**src/rtl/core/lobm_pkg.sv**
```systemverilog
// Package for the limit order book matcher: field widths, book entry type,
// event codes, controller states and the command/status structs. No dependencies.
`default_nettype none

package lobm_pkg;

  // Default number of slots in each book.
  localparam int unsigned BOOK_DEPTH_DEF = 32;

  // Field widths.
  localparam int unsigned PriceW = 32;
  localparam int unsigned QtyW   = 24;
  localparam int unsigned TimeW  = 32;
  localparam int unsigned IdW    = 32;
  localparam int unsigned OwnerW = 8;
  localparam int unsigned KindW  = 2;

  // Event codes carried on the result channel.
  localparam logic [KindW-1:0] EV_FILL = 2'd0;
  localparam logic [KindW-1:0] EV_REST = 2'd1;
  localparam logic [KindW-1:0] EV_DROP = 2'd2;

  // Book selectors within the shared entry memory.
  localparam logic BOOK_BID = 1'b0;
  localparam logic BOOK_ASK = 1'b1;

  // One resting order.
  typedef struct packed {
    logic [PriceW-1:0] price;
    logic [QtyW-1:0]   qty;
    logic [TimeW-1:0]  tstamp;
    logic [IdW-1:0]    order;
    logic [OwnerW-1:0] owner;
  } entry_t;

  // Controller states.
  typedef enum logic [2:0] {
    ST_IDLE,
    ST_SCAN,
    ST_SCAN_END,
    ST_DECIDE,
    ST_FILL,
    ST_FREE,
    ST_REST
  } state_e;

  // Commands from the controller to the datapath.
  typedef struct packed {
    logic load;       // capture the incoming order
    logic idx_clr;    // restart the slot counter and forget the best entry
    logic scan_step;  // read the next slot of the opposite book
    logic fill;       // apply a fill against the best entry and emit it
    logic free_step;  // test the next slot of the own book for being free
    logic rest;       // rest or drop the remainder and emit the result
  } cmd_t;

  // Status from the datapath to the controller.
  typedef struct packed {
    logic in_zero;    // incoming quantity is zero
    logic idx_last;   // slot counter is on the last slot
    logic best_vld;   // a crossing entry was found by the scan
    logic left_zero;  // the pending fill completes the order
    logic n_full;     // the pending fill is the last one allowed
    logic free_hit;   // current own slot is free
    logic out_free;   // output register can take a result this cycle
  } sts_t;

  // True when entry a strictly outranks entry b.
  function automatic logic outranks(entry_t a, entry_t b, logic high_first);
    logic r;
    if (a.price != b.price) begin
      r = high_first ? (a.price > b.price) : (a.price < b.price);
    end else if (a.tstamp != b.tstamp) begin
      r = a.tstamp < b.tstamp;
    end else begin
      r = a.qty > b.qty;
    end
    return r;
  endfunction

endpackage

`default_nettype wire

```
**src/rtl/core/lobm_ctrl.sv**
```systemverilog
// Controller state machine of the limit order book matcher.
// Depends on lobm_pkg; drives the datapath lobm_dp through cmd_t and reads sts_t.
`default_nettype none

module lobm_ctrl (
  input  wire logic           clk_i,
  input  wire logic           rst_ni,
  input  wire logic           in_valid_i,
  output logic                in_ready_o,
  input  wire lobm_pkg::sts_t sts_i,
  output lobm_pkg::cmd_t      cmd_o
);
  import lobm_pkg::*;

  state_e state_q, state_d;

  // State register.
  always_ff @(posedge clk_i or negedge rst_ni) begin
    if (!rst_ni) begin
      state_q <= ST_IDLE;
    end else begin
      state_q <= state_d;
    end
  end

  // Next state and commands.
  always_comb begin
    state_d    = state_q;
    cmd_o      = '0;
    in_ready_o = 1'b0;
    unique case (state_q)
      ST_IDLE: begin
        in_ready_o = 1'b1;
        if (in_valid_i) begin
          cmd_o.load = 1'b1;
          if (sts_i.in_zero) begin
            state_d = ST_REST;
          end else begin
            cmd_o.idx_clr = 1'b1;
            state_d       = ST_SCAN;
          end
        end
      end
      ST_SCAN: begin
        cmd_o.scan_step = 1'b1;
        if (sts_i.idx_last) begin
          state_d = ST_SCAN_END;
        end
      end
      ST_SCAN_END: begin
        // The last read slot is ranked during this cycle.
        state_d = ST_DECIDE;
      end
      ST_DECIDE: begin
        if (sts_i.best_vld) begin
          state_d = ST_FILL;
        end else begin
          cmd_o.idx_clr = 1'b1;
          state_d       = ST_FREE;
        end
      end
      ST_FILL: begin
        if (sts_i.out_free) begin
          cmd_o.fill = 1'b1;
          if (sts_i.left_zero) begin
            state_d = ST_IDLE;
          end else if (sts_i.n_full) begin
            cmd_o.idx_clr = 1'b1;
            state_d       = ST_FREE;
          end else begin
            cmd_o.idx_clr = 1'b1;
            state_d       = ST_SCAN;
          end
        end
      end
      ST_FREE: begin
        cmd_o.free_step = 1'b1;
        if (sts_i.free_hit || sts_i.idx_last) begin
          state_d = ST_REST;
        end
      end
      ST_REST: begin
        if (sts_i.out_free) begin
          cmd_o.rest = 1'b1;
          state_d    = ST_IDLE;
        end
      end
      default: begin
        state_d = ST_IDLE;
      end
    endcase
  end

endmodule

`default_nettype wire

```
**config.mk**
```make
export PLATFORM = sky130hd
export DESIGN_NAME = lobm_ctrl
export DESIGN_NICKNAME = d
export VERILOG_FILES = /design/src/rtl/core/lobm_pkg.sv /design/src/rtl/core/lobm_ctrl.sv
export SDC_FILE = /design/constraint.sdc
export NUM_CORES = 1
export LEC_CHECK = 0
export BUFFER_PORTS_ARGS = -buffer_cell sky130_fd_sc_hd__buf_4
export CELL_PAD_IN_SITES_DETAIL_PLACEMENT = 1
export CELL_PAD_IN_SITES_GLOBAL_PLACEMENT = 1
export CORE_AREA = 2 2 39 41
export CTS_BUF_LIST = sky130_fd_sc_hd__clkbuf_4 sky130_fd_sc_hd__clkbuf_8
export DETAILED_ROUTE_END_ITERATION = 12
export DIE_AREA = 0 0 41 43
export GPL_TIMING_DRIVEN = 0
export MAX_ROUTING_LAYER = met4
export PLACE_DENSITY = 0.71
export SYNTH_ARGS = -nofsm -noshare
export SYNTH_HDL_FRONTEND = slang
export SYNTH_SLANG_ARGS = --single-unit
```
**constraint.sdc**
```tcl
create_clock -name clk_i -period 2.1 [get_ports clk_i]
set_clock_uncertainty 0.2 [all_clocks]
set_input_delay 0.42 -clock clk_i [delete_from_list [all_inputs] [get_ports clk_i]]
set_output_delay 0.42 -clock clk_i [all_outputs]
set_load 0.03 [all_outputs]
```
### After elaboration in Yosys (flattened, before gate mapping)

Cells that the tools add are included.

| storage, ports and cells | value |
|---|---|
| register bits after elaboration | 3 |
| logic and storage cells | 38 |

| cells by class | value |
|---|---|
| equality and inequality tests | 11 |
| mux-type cells | 23 |
| reduce and logical (&&, ||, !) cells | 3 |

Operators with widths:

| kind | number |
|---|---|
| 2-to-1 mux 3 bit | 8 |
| case mux 3 bit (7 select lines) | 1 |
| 2-to-1 mux 1 bit | 12 |
| inequality test 2 bit (second input constant) | 5 |
| equality test 3 bit (second input constant) | 3 |
| equality test 3 x 2 -> 1 bit (second input constant) | 2 |
| AND reduction 5 bit | 1 |
| equality test 3 x 1 -> 1 bit (second input constant) | 1 |
| logical NOT 3 bit | 1 |
| case mux 1 bit (3 select lines) | 1 |
| 2-to-1 mux 2 bit | 1 |
| logical OR 1 bit | 1 |

### Logic depth before layout (Yosys ltp)

| logic depth | value |
|---|---|
| word-level depth | 4 |
| mapped depth | 5 |
| mapped depth without buffers | 4 |

### Worst setup path after synthesis

Ideal clock, no wire load.

| timing path | value |
|---|---|
| kind | flip-flop to output port |
| start point | reg state_q[0] |
| end point | out cmd_o[4] (netlist name) |
| data arrival time | 1.664 ns |
| required time | 1.480 ns |
| slack | -0.184 ns |
| stages on the path, launching flop included | 4 |
| path buffers | 1 |
| cell sequence | dfrtp_1 -> buf_4 -> or2_1 -> o32ai_1 |

RTL lines:

| element | RTL line | source |
|---|---|---|
| start, declared | lobm_ctrl.sv:15 | `state_e state_q, state_d;` |
| start signal, assigned | lobm_ctrl.sv:22 | `state_q <= state_d;` |
| end, declared | lobm_ctrl.sv:11 | `output lobm_pkg::cmd_t cmd_o` |

==> impl_results.md <==
* HP Class: input port to async pin
* Async S/R FF share, synth at 1.00
* Sw Share at 0.448
* Initial Util at 0.250
* Layout cells sized above 1 at 0.609
* DR iter-0 viols at 8
* Area share of the largest cell type after synthesis at 0.217
* RSZ-0062 raised after global routing: yes
* Logic gate share of total power at 0.757
* Main area contributors after synthesis: dfrtp_1, nor4b_4, nor2_1
* Kind of start point of the critical path: flip-flop
* CP delay by family, top: flip-flops
* Final ANT Viol Nets at 0
* TritonCTS Buffers at 3
* Final setup vio count at 0
* Sequential group share of total power at 0.122
* Drt drc at 0
* Cell variety after synth at 29
* Worst slew pin tran at ~0.35 ns
* Max Cap Viol at 0
* Internal power at approximately 530 uW
* Synth area leader: dfrtp_1
* Antenna cells at 0
* Placed cell count at 73
* Synth Flop Type: dfrtp_1
* Depth of the CTS H-tree at 1
* Via count at between 400 and 500
* Seq/Total Area, Yosys at 0.217
* Hpwl dp at roughly 730 um
* Core outline area at around 1400 um2
* PortBufs at 16
* Status: finished, final reports clean
* CP arrival at 1.46 ns
* CP max-delay cell: dfrtp_1
* Final core utilization at 0.439
* Leakage at ~0.28 nW
* First-pass iteration count of the detailed router at 4
* Yosys warns at 0
* Slowest stage delay, CP at ~0.38 ns
* Synth top cells by count: nor2_1, nand2_1, dfrtp_1
* Top Registers: state_q: 3 flops
* Horiz. Die Dim at between 40 and 50 um
* Routability cong. at between 0.7 and 0.8
* Area growth, synth to finish at 75.7%
* Pwr Total at 952 uW
* Total Routing Usage GR at 0.151
* Max reg flops at 3
* Synth Register Bits at 3
* Max Slew Vio Count at 0
* Syn nets at slightly above 50
* Chip Height at around 43 um
* PwrDens at roughly 1600 nW/um2
* First-pass GRT wire length at roughly 1700 um
* Finished Layout Cells at 85
* Top reg by flops: state_q
* Post-synthesis cell count at 41
* Hold Slack at 0.303 ns
* Count leader, synth: nor2_1
* Max VDD drop at between 0.5 and 0.6 mV
* WL final at roughly 1100 um
* CTS tree: yes
* Largest net degree at the start of global routing at 11
* Vias per cell at ~5
* Sw Pwr at approximately 430 uW
* Worst-path clk slew at ~0.04 ns
* Mean Syn Cell Area at around 8.4 um2
* Max Root-Sink Buffers at 2
* Skew-Pair Late Insertion Delay at ~0.23 ns
* Max Clock Freq at approximately 480 MHz
* Power share of the clock group at 0.121
* Gr ovfl total at 0
* Post-synth EDFFs at 0
* Critical Path Sink Type: output port
* WL/cell at 12.8 um
* CP cell instances: buf_6 > or2_4 > o32ai_2 > buf_4
* Final Hold Vio Count at 0
* Worst-path fanout max at 5
* Row count at 14
* Number of global-route vias before repair at approximately 420
* Period utilisation layout at 0.992
* Root buf cell: clkbuf_4
* CTS sink count at 3
* CP Data Required Time at 1.48 ns
* Die area at roughly 1800 um2
* Initial antenna violation count at 0
* WP buf/inv at 2
* Filler cell count at between 150 and 200
* Layout Nets at 80
* Final min period at between 2 and 2.5 ns
* Post-Syn Area at ~350 um2
* I/O pins at 17
* WS Path Type: flip-flop to output port
* Max-slew headroom at 0.764
## worst paths after layout
kind,startpoint,cells past startpoint,endpoint,slack (ns)
min,rst_ni,2,state_q[2],0.30
max reg2reg,state_q[1],6,state_q[2],0.41
max in group asynchronous,rst_ni,2,state_q[2],1.29
min reg2reg,state_q[1],3,state_q[1],0.52
max,state_q[0],4,cmd_o[4],0.02
min in group clk_i,sts_i[5],3,state_q[2],0.32
## cell usage in the layout (no fill, tap or decap), types with 2 or more instances in the layout
| master | n |
|---|---|
| inv_1 | 2 |
| buf_6 | 2 |
| buf_4 | 24 |
| nand2b_1 | 2 |
| clkbuf_4 | 4 |
| nor2_1 | 4 |
| dfrtp_1 | 2 |
| nand2_1 | 4 |
## logic make-up after synthesis
| group | after synthesis | synth area share |
|---|---|---|
| compound gates | 13 | 0.308 |
| xor+xnor | 1 | 0.0254 |
| buf+inv | 5 | 0.0906 |
| flops | 3 | 0.217 |
| simple gates | 19 | 0.359 |
## power by group through the flow
stage	Sequential (mW)	Combinational, mW	Clock [mW]
after floorplan	0.114	0.433	0
after global placement	0.121	0.570	0
after detailed placement	0.121	0.576	0
after CTS	0.114	0.684	0.116
after global routing	0.121	0.776	0.126
final	0.116	0.721	0.115
## worst register-to-register path, cell delays in order (launching register included)
cell and delay (ns):
dfrtp_1 0.38, buf_6 0.14, buf_4 0.14, nor4b_4 0.27
a211oi_2 0.09, o31a_1 0.29, a21oi_2 0.10
## final cells by class
type	instances	area, um2	area share
multi-input combinational	33	260	0.429
timing repair buffer	24	183	0.301
sequential	3	76.3	0.126
clock buffer	4	30.0	0.0495
buffer	3	30.0	0.0495
tap	16	20.0	0.0330
inverter	2	7.51	0.0124
## through the flow
step | worst slack (ns) | cell area, um2 | TNS, ns
after detailed placement | 0.134 | 497 | 0
after floorplan | 0.0397 | 357 | 0
after global placement | 0.137 | 497 | 0
after CTS | 0.00982 | 586 | 0
final | 0.0158 | 607 | 0
after global routing | -0.0348 | 607 | -0.0348
## repair_timing
item	CTS	global route
endpoints found under the hold margin	3	0
setup endpoints to repair	2	1
resized for setup	4	2
hold buffers	1	0
setup buffers	5	2
pin swaps	1	0
## per-layer routing
layer / part of all wire / up-vias / global-route usage
met1: 0.45 / 205 / 0.185
met5: 0 / - / -
met3: 0.036 / 0 / 0.0471
met2: 0.52 / 10 / 0.213
li1: - / 206 / -
met4: 0 / 0 / 0.0800
Note: power is estimated with default switching activity, not from simulation.
